--- src/rtl/assert_macros.svh ---
// ----------------------------------------------------------------------------
// assert_macros.svh
// Concurrent assertion helpers used by the voxel face visibility RTL.
// ----------------------------------------------------------------------------
`ifndef ASSERT_MACROS_SVH
`define ASSERT_MACROS_SVH

// Clocked property, disabled while reset is high.
`define VFV_ASSERT_CLK(name, clk, rst, prop, msg) \
   name: assert property (@(posedge clk) disable iff (rst) prop) else $error(msg);

// Same, on the block's own clock and reset.
`define VFV_ASSERT(name, prop, msg) \
   `VFV_ASSERT_CLK(name, clock, reset, prop, msg)

`endif

--- src/rtl/vfv_pkg.sv ---
// ----------------------------------------------------------------------------
// vfv_pkg
// Shared types and constants of the voxel face visibility core.
// ----------------------------------------------------------------------------
package vfv_pkg;

   // Reachable coordinate span of the input fields
   localparam int POS_X_SPAN = 16;
   localparam int POS_Y_SPAN = 128;
   localparam int POS_Z_SPAN = 16;

   // Store address bus: wide enough for every reachable block
   localparam int STORE_AW = 15;

   localparam int COUNT_W = 21;
   localparam logic [COUNT_W-1:0] VERTS_UP   = COUNT_W'(36);
   localparam logic [COUNT_W-1:0] VERTS_DOWN = COUNT_W'((1 << COUNT_W) - 36);

   // Operation codes
   localparam logic [1:0] MODE_WRITE  = 2'd0;
   localparam logic [1:0] MODE_QUERY  = 2'd1;
   localparam logic [1:0] MODE_COLUMN = 2'd2;

   // Config register indexes
   localparam logic [1:0] CSR_AIR_CODE   = 2'd0;
   localparam logic [1:0] CSR_WATER_CODE = 2'd1;
   localparam logic [1:0] CSR_CHUNK_X    = 2'd2;
   localparam logic [1:0] CSR_CHUNK_Z    = 2'd3;

   localparam logic [7:0] AIR_RESET   = 8'd0;
   localparam logic [7:0] WATER_RESET = 8'd8;

   typedef struct packed {
      logic [7:0] block_type;
      logic [3:0] pos_z;
      logic [6:0] pos_y;
      logic [3:0] pos_x;
      logic [1:0] mode;
   } cmd_type;

   typedef struct packed {
      logic                we;
      logic [STORE_AW-1:0] addr;
      logic [7:0]          wdata;
   } store_req_type;

   typedef struct packed {
      logic [5:0]         face_mask;
      logic               is_transparent;
      logic               is_solid;
      logic [3:0]         pos_x;
      logic [6:0]         pos_y;
      logic [3:0]         pos_z;
      logic [6:0]         ground_height;
      logic [COUNT_W-1:0] opaque_vertices;
      logic [COUNT_W-1:0] transparent_vertices;
   } seq_rsp_type;

   // Result word, first field in the high bits
   typedef struct packed {
      logic [COUNT_W-1:0] transparent_vertices;
      logic [COUNT_W-1:0] opaque_vertices;
      logic [6:0]         ground_height;
      logic [19:0]        world_z;
      logic [6:0]         world_y;
      logic [19:0]        world_x;
      logic               is_solid;
      logic               is_transparent;
      logic [5:0]         face_mask;
   } rsp_word_type;

endpackage

--- src/rtl/vfv_seq.sv ---
// ----------------------------------------------------------------------------
// vfv_seq
// Sequencer around one shared block classifier and one count adder: walks the
// store for writes, six-neighbor face queries and column height scans.
// ----------------------------------------------------------------------------
module vfv_seq
   import vfv_pkg::*;
#(
   parameter int SIZE_X = 16,
   parameter int SIZE_Y = 128,
   parameter int SIZE_Z = 16
) (
   input  logic          clock,
   input  logic          reset,
   input  logic          start,
   input  cmd_type       cmd,
   input  logic [7:0]    air_code,
   input  logic [7:0]    water_code,
   input  logic [7:0]    rd_data,
   input  logic          out_free,
   output store_req_type store_req,
   output logic          idle,
   output logic          done,
   output seq_rsp_type   result
);

   // Reachable extent of each axis
   localparam int XN = (SIZE_X < POS_X_SPAN) ? SIZE_X : POS_X_SPAN;
   localparam int YN = (SIZE_Y < POS_Y_SPAN) ? SIZE_Y : POS_Y_SPAN;
   localparam int ZN = (SIZE_Z < POS_Z_SPAN) ? SIZE_Z : POS_Z_SPAN;
   localparam int XW = $clog2(XN);
   localparam int YW = $clog2(YN);
   localparam int ZW = $clog2(ZN);

   localparam logic [6:0] XLAST = 7'(SIZE_X - 1);
   localparam logic [6:0] ZLAST = 7'(SIZE_Z - 1);
   localparam logic [7:0] YLAST = 8'(SIZE_Y - 1);
   localparam logic [3:0] XTOP  = 4'(XN - 1);
   localparam logic [3:0] ZTOP  = 4'(ZN - 1);
   localparam logic [6:0] YTOP  = 7'(YN - 1);
   localparam logic [4:0] XLIM  = 5'(XN);
   localparam logic [4:0] ZLIM  = 5'(ZN);
   localparam logic [7:0] YLIM  = 8'(YN);

   // Query steps; neighbor step n sets mask bit n-1
   localparam logic [2:0] ST_CENTER = 3'd0;
   localparam logic [2:0] ST_ZP     = 3'd1;
   localparam logic [2:0] ST_XP     = 3'd2;
   localparam logic [2:0] ST_ZM     = 3'd3;
   localparam logic [2:0] ST_XM     = 3'd4;
   localparam logic [2:0] ST_YP     = 3'd5;
   localparam logic [2:0] ST_YM     = 3'd6;
   localparam logic [2:0] ST_LAST   = 3'd7;

   typedef enum logic [2:0] {
      S_IDLE, S_QRY, S_SCAN, S_WR_RD, S_WR_OLD, S_WR_NEW, S_DONE
   } state_type;

   function automatic logic [STORE_AW-1:0] pack_addr(input logic [3:0] x,
                                                     input logic [6:0] y,
                                                     input logic [3:0] z);
      return STORE_AW'({y[YW-1:0], z[ZW-1:0], x[XW-1:0]});
   endfunction

   state_type          state_ff, state_in;
   cmd_type            cmd_ff, cmd_in;
   logic [2:0]         step_ff, step_in;
   logic               chk_vld_ff, chk_vld_in;
   logic [2:0]         chk_idx_ff, chk_idx_in;
   logic               chk_edge_ff, chk_edge_in;
   logic               chk_zero_ff, chk_zero_in;
   logic [6:0]         chk_y_ff, chk_y_in;
   logic [6:0]         yscan_ff, yscan_in;
   logic [5:0]         mask_ff, mask_in;
   logic               solid_ff, solid_in;
   logic               transp_ff, transp_in;
   logic [6:0]         ground_ff, ground_in;
   logic [COUNT_W-1:0] opq_ff, opq_in;
   logic [COUNT_W-1:0] trn_ff, trn_in;

   logic [3:0]         nb_x, nb_z;
   logic [6:0]         nb_y;
   logic               nb_edge, nb_zero;
   logic [7:0]         cmp_val;
   logic               cmp_air, cmp_water;
   logic [COUNT_W-1:0] cnt_sum;
   logic               in_chunk, in_column;

   // Neighbor coordinate and edge flags for the current query step
   always_comb begin
      nb_x    = cmd_ff.pos_x;
      nb_y    = cmd_ff.pos_y;
      nb_z    = cmd_ff.pos_z;
      nb_edge = 1'b0;
      nb_zero = 1'b0;
      case (step_ff)
         ST_ZP: begin
            nb_edge = ({3'b000, cmd_ff.pos_z} == ZLAST);
            nb_zero = !nb_edge && (cmd_ff.pos_z == ZTOP);
            nb_z    = cmd_ff.pos_z + 4'd1;
         end
         ST_XP: begin
            nb_edge = ({3'b000, cmd_ff.pos_x} == XLAST);
            nb_zero = !nb_edge && (cmd_ff.pos_x == XTOP);
            nb_x    = cmd_ff.pos_x + 4'd1;
         end
         ST_ZM: begin
            nb_edge = (cmd_ff.pos_z == 4'd0);
            nb_z    = cmd_ff.pos_z - 4'd1;
         end
         ST_XM: begin
            nb_edge = (cmd_ff.pos_x == 4'd0);
            nb_x    = cmd_ff.pos_x - 4'd1;
         end
         ST_YP: begin
            nb_edge = ({1'b0, cmd_ff.pos_y} == YLAST);
            nb_zero = !nb_edge && (cmd_ff.pos_y == YTOP);
            nb_y    = cmd_ff.pos_y + 7'd1;
         end
         ST_YM: begin
            nb_edge = (cmd_ff.pos_y == 7'd0);
            nb_y    = cmd_ff.pos_y - 7'd1;
         end
         default: ;
      endcase
   end

   // Shared classifier: store word, forced zero beyond the store, or new type
   always_comb begin
      if (state_ff == S_WR_NEW) begin
         cmp_val = cmd_ff.block_type;
      end else if (chk_zero_ff) begin
         cmp_val = 8'd0;
      end else begin
         cmp_val = rd_data;
      end
      cmp_air   = (cmp_val == air_code);
      cmp_water = (cmp_val == water_code);
   end

   // Shared count adder, up for the new block, down for the old one
   assign cnt_sum = (cmp_water ? trn_ff : opq_ff)
                  + ((state_ff == S_WR_NEW) ? VERTS_UP : VERTS_DOWN);

   assign in_column = ({1'b0, cmd.pos_x} < XLIM) && ({1'b0, cmd.pos_z} < ZLIM);
   assign in_chunk  = in_column && ({1'b0, cmd.pos_y} < YLIM);

   // Sequencer next state
   always_comb begin
      state_in    = state_ff;
      cmd_in      = cmd_ff;
      step_in     = step_ff;
      chk_vld_in  = 1'b0;
      chk_idx_in  = chk_idx_ff;
      chk_edge_in = 1'b0;
      chk_zero_in = 1'b0;
      chk_y_in    = chk_y_ff;
      yscan_in    = yscan_ff;
      mask_in     = mask_ff;
      solid_in    = solid_ff;
      transp_in   = transp_ff;
      ground_in   = ground_ff;
      opq_in      = opq_ff;
      trn_in      = trn_ff;

      store_req.we    = 1'b0;
      store_req.addr  = pack_addr(cmd_ff.pos_x, cmd_ff.pos_y, cmd_ff.pos_z);
      store_req.wdata = cmd_ff.block_type;

      unique case (state_ff)
         S_IDLE: begin
            if (start) begin
               cmd_in    = cmd;
               step_in   = ST_CENTER;
               yscan_in  = YTOP;
               mask_in   = '0;
               solid_in  = 1'b0;
               transp_in = 1'b0;
               ground_in = '0;
               unique case (cmd.mode)
                  MODE_WRITE:  state_in = in_chunk ? S_WR_RD : S_DONE;
                  MODE_QUERY:  state_in = in_chunk ? S_QRY : S_DONE;
                  MODE_COLUMN: state_in = in_column ? S_SCAN : S_DONE;
                  default:     state_in = S_DONE;
               endcase
            end
         end

         // Issue one read per step, judge the word read a step earlier
         S_QRY: begin
            store_req.addr = pack_addr(nb_x, nb_y, nb_z);
            chk_vld_in     = (step_ff != ST_LAST);
            chk_idx_in     = step_ff;
            chk_edge_in    = nb_edge;
            chk_zero_in    = nb_zero;
            if (chk_vld_ff) begin
               if (chk_idx_ff == ST_CENTER) begin
                  solid_in  = !cmp_air;
                  transp_in = cmp_water && !cmp_air;
               end else begin
                  mask_in[chk_idx_ff - 3'd1] = chk_edge_ff || cmp_air;
               end
            end
            step_in = step_ff + 3'd1;
            if (step_ff == ST_LAST) begin
               state_in = S_DONE;
            end
         end

         // Walk the column downward, one read per cycle
         S_SCAN: begin
            store_req.addr = pack_addr(cmd_ff.pos_x, yscan_ff, cmd_ff.pos_z);
            if (chk_vld_ff && !cmp_air) begin
               ground_in = chk_y_ff;
               state_in  = S_DONE;
            end else if (chk_vld_ff && (chk_y_ff == 7'd1)) begin
               state_in = S_DONE;
            end else begin
               chk_vld_in = 1'b1;
               chk_y_in   = yscan_ff;
               yscan_in   = yscan_ff - 7'd1;
            end
         end

         S_WR_RD: begin
            state_in = S_WR_OLD;
         end

         // Remove the old block's share
         S_WR_OLD: begin
            if (!cmp_air) begin
               if (cmp_water) trn_in = cnt_sum;
               else           opq_in = cnt_sum;
            end
            state_in = S_WR_NEW;
         end

         // Store the new block and add its share
         S_WR_NEW: begin
            store_req.we = 1'b1;
            if (!cmp_air) begin
               if (cmp_water) trn_in = cnt_sum;
               else           opq_in = cnt_sum;
            end
            state_in = S_DONE;
         end

         S_DONE: begin
            if (out_free) begin
               state_in = S_IDLE;
            end
         end

         default: state_in = S_IDLE;
      endcase
   end

   always_ff @(posedge clock) begin
      if (reset) begin
         state_ff   <= S_IDLE;
         chk_vld_ff <= 1'b0;
         opq_ff     <= '0;
         trn_ff     <= '0;
      end else begin
         state_ff   <= state_in;
         chk_vld_ff <= chk_vld_in;
         opq_ff     <= opq_in;
         trn_ff     <= trn_in;
      end
      cmd_ff      <= cmd_in;
      step_ff     <= step_in;
      chk_idx_ff  <= chk_idx_in;
      chk_edge_ff <= chk_edge_in;
      chk_zero_ff <= chk_zero_in;
      chk_y_ff    <= chk_y_in;
      yscan_ff    <= yscan_in;
      mask_ff     <= mask_in;
      solid_ff    <= solid_in;
      transp_ff   <= transp_in;
      ground_ff   <= ground_in;
   end

   assign idle = (state_ff == S_IDLE);
   assign done = (state_ff == S_DONE) && out_free;

   // Air center hides every face
   always_comb begin
      result.face_mask            = solid_ff ? mask_ff : 6'd0;
      result.is_transparent       = transp_ff;
      result.is_solid             = solid_ff;
      result.pos_x                = cmd_ff.pos_x;
      result.pos_y                = cmd_ff.pos_y;
      result.pos_z                = cmd_ff.pos_z;
      result.ground_height        = ground_ff;
      result.opaque_vertices      = opq_ff;
      result.transparent_vertices = trn_ff;
   end

endmodule
--- config.mk ---
export PLATFORM = sky130hd
export DESIGN_NAME = vfv_seq
export DESIGN_NICKNAME = d
export VERILOG_FILES = /design/src/rtl/assert_macros.svh /design/src/rtl/vfv_pkg.sv /design/src/rtl/vfv_seq.sv
export SDC_FILE = /design/constraint.sdc
export NUM_CORES = 1
export LEC_CHECK = 0
export ABC_AREA = 1
export BUFFER_PORTS_ARGS = -buffer_cell sky130_fd_sc_hd__buf_4
export CAP_MARGIN = 20
export CELL_PAD_IN_SITES_DETAIL_PLACEMENT = 1
export CELL_PAD_IN_SITES_GLOBAL_PLACEMENT = 1
export CORE_ASPECT_RATIO = 1.1
export CORE_MARGIN = 2
export CORE_UTILIZATION = 40
export DETAILED_ROUTE_END_ITERATION = 8
export PLACE_DENSITY = 0.78
export SLEW_MARGIN = 40
export SYNTH_ARGS = -nofsm -noshare
export SYNTH_HDL_FRONTEND = slang
export SYNTH_SLANG_ARGS = --single-unit
--- constraint.sdc ---
create_clock -name clock -period 3.6 [get_ports clock]
set_clock_uncertainty 0.15 [all_clocks]
set_input_delay 0.72 -clock clock [delete_from_list [all_inputs] [get_ports clock]]
set_output_delay 0.72 -clock clock [all_outputs]
set_load 0.005 [all_outputs]
# Word level (Yosys, flattened, before mapping)
# Cells that the tools add are included.
[op_classes]
addsub = 10
order_cmp = 2
n_eq_ne = 32
mux = 43
bitwise = 4
reduce_logical = 26
[ops]
columns = ["op", "n"]
rows = [
  ["$mux 21", 2],
  ["$pmux 7 s2", 3],
  ["$mux 7", 5],
  ["$pmux 15 s2", 1],
  ["$mux 6", 4],
  ["$add 21x21->21", 1],
  ["$eq 3x3->1 const B", 7],
  ["$pmux 3 s7", 1],
  ["$mux 3", 6],
  ["$ne 2x2->1 const B", 9],
  ["$eq 8x8->1", 2],
  ["$pmux 4 s2", 2],
  ["$reduce_and 4->1", 4],
  ["$sub 7x1->7 const B", 2],
  ["$eq 3x2->1 const B", 4],
  ["$pmux 6 s2", 1],
  ["$reduce_and 3->1", 4],
  ["$mux 1", 9],
  ["$pmux 3 s3", 1],
  ["$add 4x1->4 const B", 2],
  ["$eq 4x4->1 const B", 2],
  ["$logic_not 4->1", 2],
  ["$mux 8", 1],
  ["$sub 4x1->4 const B", 2],
  ["26 further kinds", 40],
]
[totals]
register_bits = 105
input_bits = 53
output_inout_bits = 98
wordCells = 134

# Depth between registers and ports, before layout
[depth]
word_depth = 9
ltp_mapped = 26
mapped_depth_nobuf = 26

# Least setup slack after synthesis
# OpenSTA, ideal clock, no wires.
[synth_timing]
path_kind = "flip-flop to flip-flop"
start = "register state_ff[1]"
end = "register trn_ff[19]"
arrival_ns = 3.088
t_required_ns = 3.341
setup_slack_ns = 0.253
stages_incl_launch_ff = 24
n_path_buf = 2
synth_period_minus_slack_ns = 3.347
path_cell_list = "dfxtp_1 -> inv_2 -> nand3_4 -> buf_6 -> nand2_1 -> nand2_2 -> nand2_1 -> nand2_1 -> nand2_2 -> nor2_4 -> nand2_4 -> clkbuf_1 -> nand2_1 -> o21ai_0 -> ha_1 -> a21o_1 -> a31oi_1 -> nor2_1 -> a2111oi_0 -> nand2_1 -> nand2_1 -> nand3_1 -> nand2_1 -> inv_1"
[synth_via]
elab_chain_cells = 5
elab_cells_between_ends = 11
[synth_lines]
columns = ["element", "line", "text"]
rows = [
  ["start: declaration", "vfv_seq.sv:65", "state_type state_ff, state_in;"],
  ["start signal: assignment", "vfv_seq.sv:265", "state_ff <= state_in;"],
  ["$eq 3x3->1", "vfv_seq.sv:130, vfv_seq.sv:143, vfv_seq.sv:170", ""],
  ["$mux 8", "vfv_seq.sv:130", "if (state_ff == S_WR_NEW) begin"],
  ["$eq 8x8->1 (on tied branches)", "vfv_seq.sv:138, vfv_seq.sv:137", ""],
  ["$mux 21 / $not 1->1 (equally long branches)", "--", ""],
  ["$add 21x21->21 / $reduce_and 3->1 (equally long branches)", "--", ""],
  ["end signal: assignment", "vfv_seq.sv:268", "trn_ff <= trn_in;"],
  ["end: declaration", "vfv_seq.sv:79", "logic [COUNT_W-1:0] trn_ff, trn_in;"],
]
# Several ways; a longest one is shown, not always the timed one.
# A chain may end at the register's enable or synchronous reset.

==> key figures <==
Setup path
  • Worst setup SP type: flop
  • Critical Path RT: 2.73 ns
  • Crit path from: step_ff[1]$_SDFFCE_PN0P_
  • Worst path slowest cell: edfxtp_1
  • Crit-path max FO: 4
  • CP most frequent cell: nand2_2
  • Crit-path cells: ha_4 > nand2_4 > inv_6 > fa_2 > nand2_2 > inv_2 > o21ai_2 > nand2_2 > nand2_2 > nand2_2 > a21oi_2 > inv_2 > o21ai_2 > a21oi_2 > a21oi_2 > o21ai_1 > o211ai_1 > buf_4
  • CP top delay family: compound AO/OA/AOI/OAI gates
  • Crit path buffers/inverters: 4
  • Critical path type: reg -> out
  • Crit end category: primary output
  • WP data arrival: 2.83 ns
  • FF-to-FF Start: state_ff[1]$_SDFFE_PP0P_
  • Slowest cell delay on critical path: 0.44 ns

Yosys
  • Share of the synthesized area in the top cell type: 26.5%
  • Ys Warns: 0
  • Synth async-reset ratio: 0%
  • Synth Register Bits: 105
  • Syn Area/Cell: 7.82 um2
  • Synthesized instance count: 839
  • Syn Nets: 931
  • Post-Syn Area: 6570 um2
  • Post-synth EDFFs: 58
  • Area leader, netlist: edfxtp_1
  • Top_reg_cell synth: edfxtp_1
  • Yosys cell types: 50
  • Sequential area share after synthesis: 40.9%
  • Synth area leaders: edfxtp_1, dfxtp_1, nand2_1

Floorplan
  • Initial Utilization: 40.6%
  • Die width: 126 um
  • CORE AREA: 16200 um2
  • Die area: 17500 um2
  • Io pins: 151
  • Chip Height: 138 um
  • Row cnt: 49

Placement
  • Buffers on Ports: 150
  • Gpl congestion: 0.876
  • DP HPWL: 14900 um
  • Dpl ws: -0.0607 ns
  • DP Area: 8130 um2

Route
  • Final antenna-violating net count: 0
  • Drt drc: 0
  • Via count: 6466
  • Routed Wire Length: 21000 um
  • Drt pass-1 iters: 4
  • Initial DRC count: 278
  • Vias per cell: 5.18
  • Avg WL per Cell: 16.8 um

STA
  • Final setup viols: 2
  • Minimum clock period: 3.70 ns
  • Worst hold slack: 0.278 ns
  • Max-slew violation count: 0
  • Worst-Margin Slew: 0.756 ns
  • Fin crit share: 103%
  • Fmax: 0.270 GHz
  • Slew headroom: 49.6%
  • Final Worst Setup Slack: -0.0980 ns
  • RSZ-0062 raised after global routing: true
  • Setup_tns: -0.105 ns
  • Final-report hold violation count: 0

Power and ir drop
  • Leakage: 4.38 nW
  • Worst IR Drop VDD: 0.000481 V
  • Pwr per Cell Area: 919 nW/um2

Clock network
  • Root buf cell: clkbuf_16
  • Clock insertion delay at the later pin of the skew report: 0.37 ns
  • CTS tree: built
  • Max clock buf depth: 2
  • Sink Count: 105
  • Reg clk slew, reported paths: 0.07 ns
  • Htree depth: 3
  • CTS Buf Count: 9

Global route
  • GRT Util Overall: 22.5%
  • First-pass GRT wire length: 31900 um
  • Initial antenna violation count: 0
  • Gr ovfl total: 0
  • Vias in the first global route: 6494
  • Largest net degree at the start of global routing: 28

Final layout
  • Total Nets Final: 1131
  • Final Cell Area: 9010 um2
  • Layout area overhead: 37.2%
  • Share of cells above drive strength 1: 31.1%
  • Antenna cell count: 0

Worst hold path
  • Hold Path Origin: opq_ff[1]$_SDFFE_PP0P_
  • Worst hold path type: reg -> reg

Status
  • Failing checks: negative setup slack
  • Status: finished, violations left

Flow run
  • Max Cap Viol: 0
==> path summary, 6_finish.rpt <==
check	end	slack (ns)	depth (start not counted)
setup / recovery	store_req[22]	-0.1	18
hold / removal	opq_ff[1]$_SDFFE_PP0P_	0.28	2
setup reg to reg	opq_ff[14]$_SDFFE_PP0P_	0.12	21
hold reg to reg	opq_ff[1]$_SDFFE_PP0P_	0.28	2
==> cell usage in the layout, fill, tap and decap left out, types with 4 or more instances in the layout <==
| master | n |
|---|---|
| nor2_1 | 55 |
| xor2_1 | 19 |
| nor2_2 | 8 |
| nor3_1 | 5 |
| dfxtp_1 | 44 |
| clkbuf_16 | 11 |
| nand3_2 | 6 |
| o21a_1 | 7 |
| inv_1 | 133 |
| o21ai_2 | 4 |
| o21ai_1 | 22 |
| nand2_4 | 5 |
| buf_6 | 4 |
| ha_4 | 5 |
| nand2_2 | 23 |
| inv_2 | 6 |
| a21oi_1 | 53 |
| a21oi_2 | 11 |
| nand4_1 | 10 |
| nand3_1 | 40 |
| edfxtp_1 | 58 |
| nor4_1 | 6 |
| o211ai_1 | 5 |
| xnor2_1 | 9 |
| ha_1 | 28 |
| nand3b_1 | 5 |
| o21ai_0 | 42 |
| nand2_1 | 154 |
| buf_4 | 205 |
==> kinds of logic (layout without fill, tap and decap cells) <==
logic type	count (synthesis)	in the layout	synth area share (%)
AOI/OAI and AO/OA	169	169	14.5
xor gates and xnor gates	29	29	3.87
adders and majority gates	39	39	7.89
buffers and inverters	170	373	10.4
and+or+nand+nor	327	329	22.5
DFF	105	105	40.9
==> report_power, final <==
part	total, mW	switching, mW	internal (mW)
sequential	1.98	0.275	1.71
clock	1.14	0.463	0.678
combinational	5.15	2.96	2.19
total	8.27	3.70	4.58
==> routing by layer <==
metal	vias to the layer above	share of wire (%)	track usage (%)	routed length, um
li1	3165	-	-	-
met1	3131	43	28.3	9030
met2	139	51	39.0	10600
met3	31	4.2	3.87	886
met4	0	2.1	7.29	442
met5	-	0	0	0
==> registers in the layout, indices dropped and copies added, names as in the netlist <==
signal and count:
chk_edge_ff 1, chk_idx_ff 3, chk_vld_ff 1, chk_y_ff 7
ground_ff 7, mask_ff 6, opq_ff 21, result 15
solid_ff 1, state_ff 3, step_ff 3, store_req 8
transp_ff 1, trn_ff 21, yscan_ff 7
==> repair_timing <==
action                                  4_1_cts  5_1_grt
endpoints found under the setup margin       16       31
resized for setup                            19       84
pin swaps                                     5       42
cloned                                        0        4
hold buffers                                  0        0
setup buffers                                 6       16
==> cell usage after synthesis (7+ instances only) <==
master,number
nand2_1,169
xnor2_1,10
nor2_1,62
edfxtp_1,58
nand3_1,42
o21ai_0,59
clkbuf_1,13
o21ai_1,9
a21oi_1,64
buf_2,7
nand2_2,9
ha_1,35
xor2_1,19
nand4_1,10
dfxtp_1,47
inv_1,137
o21a_1,7
==> metrics by stage <==
step / std cells / power (mW) / utilization, %
finish: 1248 / 8.27 / 55.7
global route: 1248 / 8.91 / 55.7
CTS: 1229 / 7.78 / 52.9
detailed placement: 1207 / 6.48 / 50.2
global placement: 1207 / 6.32 / 50.2
floorplan: 839 / 4.69 / -
==> cell type report <==
class / instances / area (um2)
Multi-Input combinational cell: 566 / 3510
Fill cell: 1999 / 7180
Tap cell: 204 / 255
Clock buffer: 10 / 229
Timing Repair Buffer: 212 / 1650
Inverter: 145 / 564
Sequential cell: 105 / 2690
Clock inverter: 6 / 108
==> worst reg2reg max path: cells and delay by family, from the launching register on <==
family	cells	cell delay (ns)
xor+xnor	1	0.30
simple gates	10	1.12
fa+ha+maj	1	0.24
buf+inv	3	0.38
compound gates	6	0.79
flops	1	0.37
Power figures use the tool's default switching activity.
